<file path="config.mk">
export PLATFORM = sky130hd
export DESIGN_NAME = array_list_engine
export DESIGN_NICKNAME = d
export VERILOG_FILES = /design/src/rtl/alist_pkg.sv /design/src/rtl/alist_cfg.sv /design/src/rtl/array_list_engine.sv
export SDC_FILE = /design/constraint.sdc
export NUM_CORES = 1
export LEC_CHECK = 0
export ABC_CLOCK_PERIOD_IN_PS = 7990
export BUFFER_PORTS_ARGS = -buffer_cell sky130_fd_sc_hd__buf_2
export CAP_MARGIN = 20
export CORE_ASPECT_RATIO = 0.75
export CORE_MARGIN = 2
export CORE_UTILIZATION = 35
export CTS_CLUSTER_DIAMETER = 100
export DETAILED_ROUTE_END_ITERATION = 10
export GPL_ROUTABILITY_DRIVEN = 0
export PLACE_DENSITY = 0.6
export SLEW_MARGIN = 30
export SYNTH_ARGS = -nofsm -noshare
export SYNTH_HDL_FRONTEND = slang
export SYNTH_HIERARCHICAL = 1
export SYNTH_SLANG_ARGS = --single-unit
export TNS_END_PERCENT = 1
</file>
<file path="constraint.sdc">
create_clock -name i_clk -period 7.99 [get_ports i_clk]
set_input_delay 0.3995 -clock i_clk [delete_from_list [all_inputs] [get_ports i_clk]]
set_output_delay 0.3995 -clock i_clk [all_outputs]
set_load 0.1 [all_outputs]
</file>
<file path="src/rtl/alist_pkg.sv">
// ----------------------------------------------------------------------------
// alist_pkg: shared types and constants for the array list engine
// Sizes of the entry store, request and status codes, and the register map
// of the configuration port.
// ----------------------------------------------------------------------------
package alist_pkg;

    // Entry store geometry
    localparam int DEPTH = 16;
    localparam int AW    = (DEPTH > 1) ? $clog2(DEPTH) : 1;
    localparam int CW    = $clog2(DEPTH + 1);
    localparam int SW    = CW + 1;

    // Fixed field widths
    localparam int REQ_W  = 3;
    localparam int POS_W  = 4;
    localparam int DATA_W = 32;
    localparam int STAT_W = 2;
    localparam int CNT_W  = 5;
    localparam int CAP_W  = 5;

    // Common width for mixed count / position / capacity compares
    localparam int XW = ((CW > POS_W) ? ((CW > CAP_W) ? CW : CAP_W)
                                      : ((POS_W > CAP_W) ? POS_W : CAP_W)) + 1;

    // Configuration port
    localparam int                  PADDR_W      = 3;
    localparam int                  PDATA_W      = 32;
    localparam logic [PADDR_W-3:0]  REG_CAPACITY = '0;
    localparam logic [CAP_W-1:0]    CAP_RESET    = CAP_W'(16);

    // Request kinds
    typedef enum logic [REQ_W-1:0] {
        REQ_APPEND  = 3'd0,
        REQ_INSERT  = 3'd1,
        REQ_DELETE  = 3'd2,
        REQ_LSEARCH = 3'd3,
        REQ_BSEARCH = 3'd4,
        REQ_SORTED  = 3'd5
    } t_req;

    // Result status codes
    typedef enum logic [STAT_W-1:0] {
        ST_OK       = 2'd0,
        ST_FULL     = 2'd1,
        ST_RANGE    = 2'd2,
        ST_NOTFOUND = 2'd3
    } t_status;

endpackage

</file>
<file path="src/rtl/alist_cfg.sv">
// ----------------------------------------------------------------------------
// alist_cfg: configuration register block
// APB-style slave holding the capacity register. Zero-wait, always ready.
// ----------------------------------------------------------------------------
module alist_cfg (
    input  logic                           i_clk,
    input  logic                           i_rst_n,
    input  logic                           psel,
    input  logic                           penable,
    input  logic                           pwrite,
    input  logic [alist_pkg::PADDR_W-1:0]  paddr,
    input  logic [alist_pkg::PDATA_W-1:0]  pwdata,
    output logic [alist_pkg::PDATA_W-1:0]  prdata,
    output logic                           pready,
    output logic [alist_pkg::CAP_W-1:0]    o_capacity
);
    import alist_pkg::*;

    logic              w_wr;
    logic              w_sel_cap;
    logic [CAP_W-1:0]  r_capacity;

    // Decode the word index of the access
    assign w_sel_cap = (paddr[PADDR_W-1:2] == REG_CAPACITY);
    assign w_wr      = psel & penable & pwrite;

    // Capture capacity on the access phase of a write transaction
    always_ff @(posedge i_clk) begin
        if (!i_rst_n) begin
            r_capacity <= CAP_RESET;
        end else if (w_wr && w_sel_cap) begin
            r_capacity <= pwdata[CAP_W-1:0];
        end
    end

    // Return register contents, zero elsewhere
    assign prdata     = w_sel_cap ? PDATA_W'(r_capacity) : '0;
    assign pready     = 1'b1;
    assign o_capacity = r_capacity;

endmodule

</file>
<file path="src/rtl/array_list_engine.sv">
// ----------------------------------------------------------------------------
// array_list_engine: packed list of signed words with a live count
// Append, insert at, delete at, move-to-front linear search, binary search
// and sorted insert over a single-port-read entry memory.
//
//   Channel | Direction | Handshake               | Payload
//   --------+-----------+-------------------------+------------------------------
//   cfg     | in        | psel/penable/pwrite     | paddr, pwdata -> prdata
//   in      | in        | i_in_valid/o_in_ready   | req_type, position, data_value
//   out     | out       | o_out_valid/i_out_ready | status, found_position,
//           |           |                         | data_out, count_out
//
// One request at a time: a new request is taken only once the last result has gone
// to the output register. Insert, delete and sorted insert move entries one at a time
// (sorted insert stops on a word not greater than the key); linear search probes from
// the front and swaps a hit to the head; binary search bisects the live range. Reset
// clears the count; the entry memory needs no clearing. A stalled result waits in the
// output register while the next request is worked on.
// ----------------------------------------------------------------------------
module array_list_engine (
    input  logic                           i_clk,
    input  logic                           i_rst_n,
    // configuration port
    input  logic                           psel,
    input  logic                           penable,
    input  logic                           pwrite,
    input  logic [alist_pkg::PADDR_W-1:0]  paddr,
    input  logic [alist_pkg::PDATA_W-1:0]  pwdata,
    output logic [alist_pkg::PDATA_W-1:0]  prdata,
    output logic                           pready,
    // request channel
    input  logic                           i_in_valid,
    output logic                           o_in_ready,
    input  logic [alist_pkg::REQ_W-1:0]    i_req_type,
    input  logic [alist_pkg::POS_W-1:0]    i_position,
    input  logic signed [alist_pkg::DATA_W-1:0] i_data_value,
    // result channel
    output logic                           o_out_valid,
    input  logic                           i_out_ready,
    output logic [alist_pkg::STAT_W-1:0]   o_status,
    output logic [alist_pkg::POS_W-1:0]    o_found_position,
    output logic signed [alist_pkg::DATA_W-1:0] o_data_out,
    output logic [alist_pkg::CNT_W-1:0]    o_count_out
);
    import alist_pkg::*;

    typedef enum logic [3:0] {
        S_IDLE,
        S_OPEN,
        S_MOVE,
        S_DGET,
        S_DSHIFT,
        S_DMOVE,
        S_LREAD,
        S_LCMP,
        S_FRONT,
        S_FRONT2,
        S_BPROBE,
        S_BCMP,
        S_DONE
    } t_state;

    // Sequencer registers
    t_state                    r_state, n_state;
    logic [REQ_W-1:0]          r_req, n_req;
    logic [POS_W-1:0]          r_pos, n_pos;
    logic signed [DATA_W-1:0]  r_key, n_key;
    logic [CW-1:0]             r_at, n_at;
    logic signed [SW-1:0]      r_lo, n_lo;
    logic signed [SW-1:0]      r_hi, n_hi;
    logic [AW-1:0]             r_hit, n_hit;
    logic [STAT_W-1:0]         r_status, n_status;
    logic [POS_W-1:0]          r_fpos, n_fpos;
    logic signed [DATA_W-1:0]  r_dout, n_dout;
    logic [CW-1:0]             r_count, n_count;

    // Result register
    logic                      r_out_valid;
    logic [STAT_W-1:0]         r_o_status;
    logic [POS_W-1:0]          r_o_fpos;
    logic signed [DATA_W-1:0]  r_o_dout;
    logic [CNT_W-1:0]          r_o_count;

    // Entry memory ports
    logic signed [DATA_W-1:0]  r_mem [DEPTH];
    logic signed [DATA_W-1:0]  r_rdata;
    logic                      w_we;
    logic [AW-1:0]             w_waddr;
    logic signed [DATA_W-1:0]  w_wdata;
    logic                      w_re;
    logic [AW-1:0]             w_raddr;

    // Misc
    logic [CAP_W-1:0]          w_capacity;
    logic [XW-1:0]             w_eff_cap;
    logic                      w_full;
    logic                      w_eq;
    logic                      w_gt;
    logic signed [SW:0]        w_sum;
    logic signed [SW:0]        w_mid;
    logic                      w_load;

    // Configuration registers
    alist_cfg u_cfg (
        .i_clk      (i_clk),
        .i_rst_n    (i_rst_n),
        .psel       (psel),
        .penable    (penable),
        .pwrite     (pwrite),
        .paddr      (paddr),
        .pwdata     (pwdata),
        .prdata     (prdata),
        .pready     (pready),
        .o_capacity (w_capacity)
    );

    // Clamp capacity to the store depth and test for a full list
    assign w_eff_cap = (XW'(w_capacity) > XW'(DEPTH)) ? XW'(DEPTH) : XW'(w_capacity);
    assign w_full    = (XW'(r_count) >= w_eff_cap);

    // Shared comparator: memory word against the key
    assign w_eq = (r_rdata == r_key);
    assign w_gt = (r_rdata > r_key);

    // Bisection midpoint
    assign w_sum = {r_lo[SW-1], r_lo} + {r_hi[SW-1], r_hi};
    assign w_mid = w_sum >>> 1;

    assign o_in_ready = (r_state == S_IDLE);
    assign w_load     = (r_state == S_DONE) && (!r_out_valid || i_out_ready);

    // Sequencer next-state logic
    always_comb begin
        n_state  = r_state;
        n_req    = r_req;
        n_pos    = r_pos;
        n_key    = r_key;
        n_at     = r_at;
        n_lo     = r_lo;
        n_hi     = r_hi;
        n_hit    = r_hit;
        n_status = r_status;
        n_fpos   = r_fpos;
        n_dout   = r_dout;
        n_count  = r_count;
        w_we     = 1'b0;
        w_waddr  = '0;
        w_wdata  = r_key;
        w_re     = 1'b0;
        w_raddr  = '0;

        case (r_state)
            S_IDLE: begin
                if (i_in_valid) begin
                    n_req    = i_req_type;
                    n_pos    = i_position;
                    n_key    = i_data_value;
                    n_status = ST_OK;
                    n_fpos   = '0;
                    n_dout   = '0;
                    n_at     = r_count;
                    n_state  = S_DONE;
                    case (i_req_type)
                        REQ_APPEND: begin
                            if (w_full) begin
                                n_status = ST_FULL;
                            end else begin
                                w_we    = 1'b1;
                                w_waddr = r_count[AW-1:0];
                                w_wdata = i_data_value;
                                n_fpos  = POS_W'(r_count);
                                n_count = r_count + CW'(1);
                            end
                        end
                        REQ_INSERT: begin
                            if (w_full) begin
                                n_status = ST_FULL;
                            end else if (XW'(i_position) > XW'(r_count)) begin
                                n_status = ST_RANGE;
                            end else begin
                                n_state = S_OPEN;
                            end
                        end
                        REQ_SORTED: begin
                            if (w_full) begin
                                n_status = ST_FULL;
                            end else begin
                                n_pos   = '0;
                                n_state = S_OPEN;
                            end
                        end
                        REQ_DELETE: begin
                            if (XW'(i_position) >= XW'(r_count)) begin
                                n_status = ST_RANGE;
                            end else begin
                                n_at    = CW'(i_position);
                                w_re    = 1'b1;
                                w_raddr = AW'(i_position);
                                n_state = S_DGET;
                            end
                        end
                        REQ_LSEARCH: begin
                            n_at    = '0;
                            n_state = S_LREAD;
                        end
                        REQ_BSEARCH: begin
                            n_lo    = '0;
                            n_hi    = {1'b0, r_count} - SW'(1);
                            n_state = S_BPROBE;
                        end
                        default: begin
                        end
                    endcase
                end
            end

            // Open a gap: fetch the entry below the hole, or drop the key in
            S_OPEN: begin
                if (XW'(r_at) > XW'(r_pos)) begin
                    w_re    = 1'b1;
                    w_raddr = AW'(r_at - CW'(1));
                    n_state = S_MOVE;
                end else begin
                    w_we    = 1'b1;
                    w_waddr = r_at[AW-1:0];
                    n_fpos  = POS_W'(r_at);
                    n_count = r_count + CW'(1);
                    n_state = S_DONE;
                end
            end

            // Shift the fetched entry up; sorted insert stops at a word not greater than the key
            S_MOVE: begin
                w_we    = 1'b1;
                w_waddr = r_at[AW-1:0];
                if (r_req == REQ_INSERT || w_gt) begin
                    w_wdata = r_rdata;
                    n_at    = r_at - CW'(1);
                    n_state = S_OPEN;
                end else begin
                    n_fpos  = POS_W'(r_at);
                    n_count = r_count + CW'(1);
                    n_state = S_DONE;
                end
            end

            // Capture the removed word
            S_DGET: begin
                n_dout  = r_rdata;
                n_state = S_DSHIFT;
            end

            // Close the gap one entry at a time
            S_DSHIFT: begin
                if (XW'(r_at) + XW'(1) < XW'(r_count)) begin
                    w_re    = 1'b1;
                    w_raddr = AW'(r_at + CW'(1));
                    n_state = S_DMOVE;
                end else begin
                    n_fpos  = r_pos;
                    n_count = r_count - CW'(1);
                    n_state = S_DONE;
                end
            end

            S_DMOVE: begin
                w_we    = 1'b1;
                w_waddr = r_at[AW-1:0];
                w_wdata = r_rdata;
                n_at    = r_at + CW'(1);
                n_state = S_DSHIFT;
            end

            // Linear scan from the front
            S_LREAD: begin
                if (r_at < r_count) begin
                    w_re    = 1'b1;
                    w_raddr = r_at[AW-1:0];
                    n_state = S_LCMP;
                end else begin
                    n_status = ST_NOTFOUND;
                    n_state  = S_DONE;
                end
            end

            S_LCMP: begin
                if (w_eq) begin
                    n_hit   = r_at[AW-1:0];
                    w_re    = 1'b1;
                    w_raddr = '0;
                    n_state = S_FRONT;
                end else begin
                    n_at    = r_at + CW'(1);
                    n_state = S_LREAD;
                end
            end

            // Move to front: old head goes to the hit slot, key to the head
            S_FRONT: begin
                w_we    = 1'b1;
                w_waddr = r_hit;
                w_wdata = r_rdata;
                n_state = S_FRONT2;
            end

            S_FRONT2: begin
                w_we    = 1'b1;
                w_waddr = '0;
                n_fpos  = '0;
                n_state = S_DONE;
            end

            // Bisection probe
            S_BPROBE: begin
                if (r_lo <= r_hi) begin
                    n_at    = w_mid[CW-1:0];
                    w_re    = 1'b1;
                    w_raddr = w_mid[AW-1:0];
                    n_state = S_BCMP;
                end else begin
                    n_status = ST_NOTFOUND;
                    n_state  = S_DONE;
                end
            end

            S_BCMP: begin
                if (w_eq) begin
                    n_fpos  = POS_W'(r_at);
                    n_state = S_DONE;
                end else begin
                    if (w_gt) begin
                        n_hi = {1'b0, r_at} - SW'(1);
                    end else begin
                        n_lo = {1'b0, r_at} + SW'(1);
                    end
                    n_state = S_BPROBE;
                end
            end

            // Hand the result to the output register
            S_DONE: begin
                if (w_load) begin
                    n_state = S_IDLE;
                end
            end

            default: begin
                n_state = S_IDLE;
            end
        endcase
    end

    // Hold sequencer state and the result register
    always_ff @(posedge i_clk) begin
        if (!i_rst_n) begin
            r_state     <= S_IDLE;
            r_count     <= '0;
            r_out_valid <= 1'b0;
        end else begin
            r_state <= n_state;
            r_count <= n_count;
            if (w_load) begin
                r_out_valid <= 1'b1;
            end else if (i_out_ready) begin
                r_out_valid <= 1'b0;
            end
        end
        r_req    <= n_req;
        r_pos    <= n_pos;
        r_key    <= n_key;
        r_at     <= n_at;
        r_lo     <= n_lo;
        r_hi     <= n_hi;
        r_hit    <= n_hit;
        r_status <= n_status;
        r_fpos   <= n_fpos;
        r_dout   <= n_dout;
        if (w_load) begin
            r_o_status <= r_status;
            r_o_fpos   <= r_fpos;
            r_o_dout   <= r_dout;
            r_o_count  <= CNT_W'(r_count);
        end
    end

    // Entry memory: one write and one registered read per cycle
    always_ff @(posedge i_clk) begin
        if (w_we) begin
            r_mem[w_waddr] <= w_wdata;
        end
        if (w_re) begin
            r_rdata <= r_mem[w_raddr];
        end
    end

    assign o_out_valid      = r_out_valid;
    assign o_status         = r_o_status;
    assign o_found_position = r_o_fpos;
    assign o_data_out       = r_o_dout;
    assign o_count_out      = r_o_count;

endmodule
</file>
==> out/results.txt, run 1 <==
status: completed
Setup CP Type: reg2reg
Die X: 347 um
most frequently used cell type in the post-synthesis netlist: edfxtp_1
core footprint: 87600 um^2
ys async rst share: 0%
max-cap violations: 0
post-DP HPWL: 50100 um
post-synthesis sequential area ratio: 67.5%
largest cells by area after synthesis: edfxtp_1 (67%), a21oi_1 (2.9%), ha_1 (2.9%)
Hold Slack: 30.9 ps
Congestion Overflow GR: 0
H-tree depth: 3
Slew Limit Fails: 0
Synth top area share: 66.6%
setup TNS: 0 ps
Slew headroom: 35.9%
worst skew pair latency: 640 ps
vias post-DR: 20579
Num CTS Buffers: 72
top_reg_cell synth: edfxtp_1
crit start category: flop
first-iteration detailed-routing DRC count: 2475
Initial Util: 35.3%
Final ANT Viol Nets: 0
Final Hold Viols: 0
worst-path maximum fanout: 18
Syn-to-layout area delta: 14.8%
Die H: 261 um
ANT cells: 0
maximum clock frequency: 0.168 GHz
critical path capture point type: flop
min Tclk post-route: 5950 ps
Bufs on Longest Clock Path: 3
Layout fillers: 7993
Reg clk slew, reported paths: 60 ps
Vias per Instance: 5.75
Synth Warn #: 6
TritonCTS clock tree: yes
Final Core Density: 40.5%
Final Cycle Share: 74.4%
wire per inst: 23.8 um
critical path's largest stage delay: 800 ps
IO Port Bufs: 101
Peak VDD IR: 244 uV
first-pass GRT wire length: 126000 um
post-synthesis instance area: 30900 um^2
Pre-Repair DR Iteration Count: 6
list of most frequent post-synthesis cells: edfxtp_1 (685), nand2_1 (192), a21oi_1 (181)
layout net count: 2527
data arrival time of the critical path: 6270 ps
Hold Path Class: in2reg
Leak: 12.5 nW
worst path required time: 8320 ps
num ports: 159
post-synth top area cell: edfxtp_1
layout cells sized above 1: 14.4%
Power Total: 14.9 mW
worst path bufs/invs: 2
post-CTS sizing: 0
number of flops mapped to enable cells by yosys: 685
Worst-Margin Slew: 959 ps
Clock Skew: 39.7 ps
antenna violations before repair: 2
unrepaired setup endpoints after global routing: false
#FFs+latches synth: 700
drt drc: 0
count of cell types in the netlist: 89
row cnt: 94
largest net degree at the start of global routing: 96
Post-CTS Hold Buffers: 31
Root Buffer: clkbuf_16
setup bufs post-CTS: 0
total die area: 90700 um^2
vias in the first global route: 19644
final setup vio count: 0
Slowest-stage cell, CP: edfxtp_1
Syn Inst Count: 2277
PwrDens: 420 nW/um^2
Clock Sinks: 700
CP delay by family, top: simple AND/OR/NAND/NOR gates
Synth Area per Inst: 13.6 um^2
crit path cell chain: inv_1 -> ha_1 -> ha_1 -> or3_1 -> o221ai_1 -> and3_1 -> a22o_1 -> or3_1 -> nor3_4 -> buf_4 -> a2111oi_0 -> o221ai_1
overall routing resource usage: 18.4%
WL final: 85400 um
per-stage QoR:
stage / setup slack, ps / instances / instance area [um^2]
6_report: 2040 / 3581 / 35500
5_1_grt: 1860 / 3581 / 35500
4_1_cts: 2120 / 3579 / 35400
3_5_place_dp: 2140 / 3418 / 32600
3_3_place_gp: 2000 / 3417 / 32600
2_1_floorplan: 2810 / 2303 / 31000
flip-flops by register name, summed over array words and instances (netlist names), 6 cells and up:
| register | cells |
|---|---|
| r_key | 32 |
| r_lo | 6 |
| o_data_out | 32 |
| r_mem | 512 |
| r_hi | 6 |
| r_dout | 32 |
| r_rdata | 32 |
layout by cell type, fill, tap and decap left out, types with 14 or more instances in the layout:
| cell type | Yosys | layout |
|---|---|---|
| edfxtp_1 | 685 | 685 |
| nand2_1 | 192 | 191 |
| a21oi_1 | 181 | 181 |
| o21ai_0 | 113 | 112 |
| nand3_1 | 110 | 109 |
| buf_2 | 39 | 101 |
| clkbuf_16 | 0 | 75 |
| inv_1 | 74 | 74 |
| ha_1 | 71 | 71 |
| a2111oi_0 | 64 | 64 |
| a22o_1 | 64 | 64 |
| nor2_1 | 75 | 58 |
| buf_4 | 32 | 47 |
| and3_1 | 39 | 39 |
| a211oi_1 | 37 | 37 |
| o221ai_1 | 35 | 35 |
| a221o_1 | 32 | 32 |
| dlygate4sd3_1 | 0 | 31 |
| mux2_4 | 30 | 30 |
| a2111oi_1 | 30 | 30 |
| conb_1 | 2 | 28 |
| nor2b_1 | 20 | 19 |
| nor2_4 | 1 | 18 |
| nand2b_1 | 15 | 15 |
| clkinv_2 | 1 | 15 |
| nor3_1 | 16 | 14 |
| dfxtp_1 | 15 | 14 |
cell type report:
class	instances	area, um^2	share of cell area [%]
multi-input cells	1340	9160	25.8
well taps	1152	1440	4.06
clock inverters	45	531	1.50
repair buffers	183	1250	3.54
inverters	76	287	0.808
flip-flops and latches	700	20900	58.8
clock buffers	85	1930	5.45
routing by layer:
| layer | routed length (um) | global-route usage (%) | part of all wire (%) | vias up |
|---|---|---|---|---|
| met1 | 36800 | 26.0 | 43 | 10286 |
| met4 | 1990 | 5.36 | 2.3 | 0 |
| met3 | 9040 | 4.93 | 11 | 153 |
| met5 | 0 | 0 | 0 | - |
| li1 | - | - | - | 9062 |
| met2 | 37500 | 27.7 | 44 | 1078 |
report_power, final:
| group | internal [mW] | switching, mW | total (mW) |
|---|---|---|---|
| Sequential | 5.32 | 0.423 | 5.74 |
| Clock | 2.07 | 1.42 | 3.49 |
| Combinational | 1.72 | 3.93 | 5.65 |
| Total | 9.11 | 5.78 | 14.9 |
worst paths after layout:
path	from	endpoint	slack, ps	cells after the start
worst max register to register	r_at[0]	r_rdata[31]	2040	12
worst max-delay path	r_at[0]	r_rdata[31]	2040	12
worst min register to register	r_dout[12]	o_data_out[12]	420	0
worst min-delay path	i_data_value[26]	r_key[26]	30	1
worst reg2reg max path, cell delays in order (launching register included):
cell,delay (ps)
edfxtp_1,800
inv_1,240
ha_1,440
ha_1,220
or3_1,340
o221ai_1,360
and3_1,500
a22o_1,320
or3_1,760
nor3_4,290
buf_4,360
a2111oi_0,750
o221ai_1,260
kinds of logic after synthesis:
logic type,after synthesis,share of synthesized area [%]
other,2,0.0243
and+or+nand+nor,531,8.35
adders and majority gates,73,3.00
muxes,43,1.88
AOI/OAI and AO/OA,648,14.8
DFF,700,67.5
xor gates and xnor gates,17,0.482
buffers and inverters,263,3.92
Power figures use the tool's default switching activity.
==> inputs of run 2 (changes only) <==
- ABC_AREA: not set -> 1
- ABC_CLOCK_PERIOD_IN_PS: 7990 -> 5800
- clock period: 7.99 -> 5.8 ns (I/O delays scaled with it)
==> run 2 against run 1 <==
  * Die area up 9.0%
  * Clock skew up 14 ps
  * Count of clock-buffer cells in the layout down 13
  * Sequential power up 45%
  * Routed wire length up 9.6%
  * Clock power up 17%
  * Global-route usage up 0.15 points
  * Power up 32%
  * Critical endpoint is now r_rdata[25]
  * Highest routed layer unchanged
==> out/results.txt, run 2 <==
Worst-Margin Slew: 1230 ps
final setup vio count: 0
Hold Path Class: in2reg
vias in the first global route: 22433
most frequent cells in the layout: inv_1 (707), edfxtp_1 (685), nand3_1 (528), nand2_1 (528), nand4_1 (270)
Final Cycle Share: 80.4%
Final ANT Viol Nets: 0
max reg flops: 512
placed instance area: 35600 um^2
Pre-Repair DR Iteration Count: 6
Slew headroom: 18.2%
max-cap violations: 0
setup TNS: 0 ps
most frequently used cell type in the post-synthesis netlist: inv_1
ys async rst share: 0%
non-filler cells in the finished layout: 4768
largest net degree at the start of global routing: 197
Num CTS Buffers: 61
Root Buffer: clkbuf_16
row cnt: 98
register share of total power: 42.3%
layout net count: 3623
worst-path maximum fanout: 66
first-pass GRT wire length: 141000 um
worst path required time: 6340 ps
#FFs+latches synth: 700
Syn-to-layout area delta: 12.5%
count of cell types in the netlist: 53
core footprint: 95400 um^2
critical path's largest stage delay: 860 ps
worst path bufs/invs: 4
CP dominant cell by count: nand2_1
Vias per Instance: 5.13
post-synthesis sequential area ratio: 61.9%
register name with the most flops: r_mem
unrepaired setup endpoints after global routing: false
data arrival time of the critical path: 5200 ps
Switch Pwr: 7.80 mW
Hold Slack: 45.5 ps
Initial Util: 35.4%
Layout fillers: 9246
H-tree depth: 2
internal power: 11.9 mW
critical path capture point type: flop
Peak VDD IR: 386 uV
Synth top area share: 61.0%
status: completed
antenna violations before repair: 0
Clock Skew: 53.9 ps
Slew Limit Fails: 0
vias post-DR: 24481
Setup CP Type: reg2reg
PwrDens: 519 nW/um^2
total die area: 98900 um^2
Die X: 362 um
Leak: 16.0 nW
TritonCTS clock tree: yes
setup bufs post-CTS: 0
ANT cells: 0
maximum clock frequency: 0.214 GHz
most common cell after layout, fill and taps aside: inv_1
Clk pwr share: 20.8%
drt drc: 0
post-synthesis instance area: 33700 um^2
first-iteration detailed-routing DRC count: 2774
Clock Sinks: 700
Congestion Overflow GR: 0
crit path cell chain: inv_1 -> o21ai_0 -> nand2_1 -> inv_1 -> ha_1 -> nand2_1 -> a21boi_0 -> nand2_1 -> nand4_2 -> nor2_1 -> nor2_1 -> nand3_4 -> buf_4 -> buf_4 -> nand3_1 -> nand3_1 -> nand3_1 -> nand2_1
fin area: 38000 um^2
Post-CTS Hold Buffers: 45
WL final: 93600 um
Syn Inst Count: 3395
crit start category: flop
Synth Warn #: 6
top_reg_cell synth: edfxtp_1
Power Total: 19.7 mW
overall routing resource usage: 18.5%
num ports: 159
largest cells by area after synthesis: edfxtp_1 (61%), inv_1 (7.9%), nand3_1 (7.8%)
sw frac: 39.6%
worst skew pair latency: 680 ps
number of flops mapped to enable cells by yosys: 685
Synth Area per Inst: 9.94 um^2
layout cells sized above 1: 8.44%
Final Hold Viols: 0
placed insts: 4611
post-synth top area cell: edfxtp_1
IO Port Bufs: 101
list of most frequent post-synthesis cells: inv_1 (709), edfxtp_1 (685), nand2_1 (529), nand3_1 (529), nand4_1 (270)
Combinational Power Share: 37.0%
Die H: 273 um
min Tclk post-route: 4660 ps
CP delay by family, top: buffers and inverters
Slowest-stage cell, CP: buf_4
post-CTS sizing: 0
Bufs on Longest Clock Path: 3
wire per inst: 19.6 um
post-DP HPWL: 52400 um
Reg clk slew, reported paths: 70 ps
-- run 2: cell types whose count changed in the layout (fill, tap and decap cells not counted), moves of 119 or more --
| cell | previous run | this run |
|---|---|---|
| nand2_1 | 191 | 528 |
| nand4_1 | 11 | 270 |
| inv_1 | 74 | 707 |
| nand3_1 | 109 | 528 |
| a21oi_1 | 181 | 62 |
-- run 2: per-layer routing --
metal	GRT usage (%)	vias to the layer above	wire, um	part of all wire (%)
met3	2.62	141	6920	7.4
met1	27.5	11845	42700	46
met4	4.32	0	2020	2.2
met2	28.5	982	42000	45
li1	-	11513	-	-
met5	0	-	0	0
-- run 2: metrics by stage --
| step | util, % | setup slack, ps |
|---|---|---|
| after global routing | 39.8 | 855 |
| final | 39.8 | 1140 |
| after global placement | 37.2 | 1250 |
| after CTS | 39.8 | 1270 |
| after floorplan | - | 316 |
| after detailed placement | 37.3 | 1250 |
-- run 2: worst paths after layout --
kind             start                   to  slack (ps)  depth (start not counted)
min reg2reg  r_dout[7]        o_data_out[7]         420                          0
max reg2reg    r_at[0]          r_rdata[25]        1140                         18
max            r_at[0]          r_rdata[25]        1140                         18
min          pwdata[3]  u_cfg/o_capacity[3]          50                          5
-- run 2: worst min-delay path, cell delays in order --
cell and delay [ps]:
buf_2 70, inv_1 30, nand3_1 70, nand2_1 60
nor2_1 100
-- run 2: area by class of cell --
cell class,count,area [um^2],area share (%)
multi-input combinational,1784,9400,24.8
clock buffer,72,1590,4.19
clock inverter,40,359,0.946
inverter,726,2730,7.19
tap,1250,1560,4.12
sequential,700,20900,55.0
timing repair buffer,196,1450,3.82
-- run 2: cells by family (layout without fill, tap and decap cells) --
logic type	after synthesis	after routing	synth area share (%)
other	2	28	0.0223
adder cells (fa/ha/maj)	73	73	2.75
AO/OA/AOI/OAI	168	168	2.79
flip-flops	700	700	61.9
XOR/XNOR	13	13	0.338
AND/OR/NAND/NOR	1502	1502	21.1
buffers and inverters	937	1034	11.2
-- run 2: power by group through the flow --
stage	combinational, mW	clock [mW]	sequential [mW]
finish	7.29	4.09	8.33
global route	8.01	4.37	8.41
CTS	7.22	4.16	8.33
detailed placement	7.17	0	8.44
global placement	7.07	0	8.42
floorplan	4.65	0	8.38
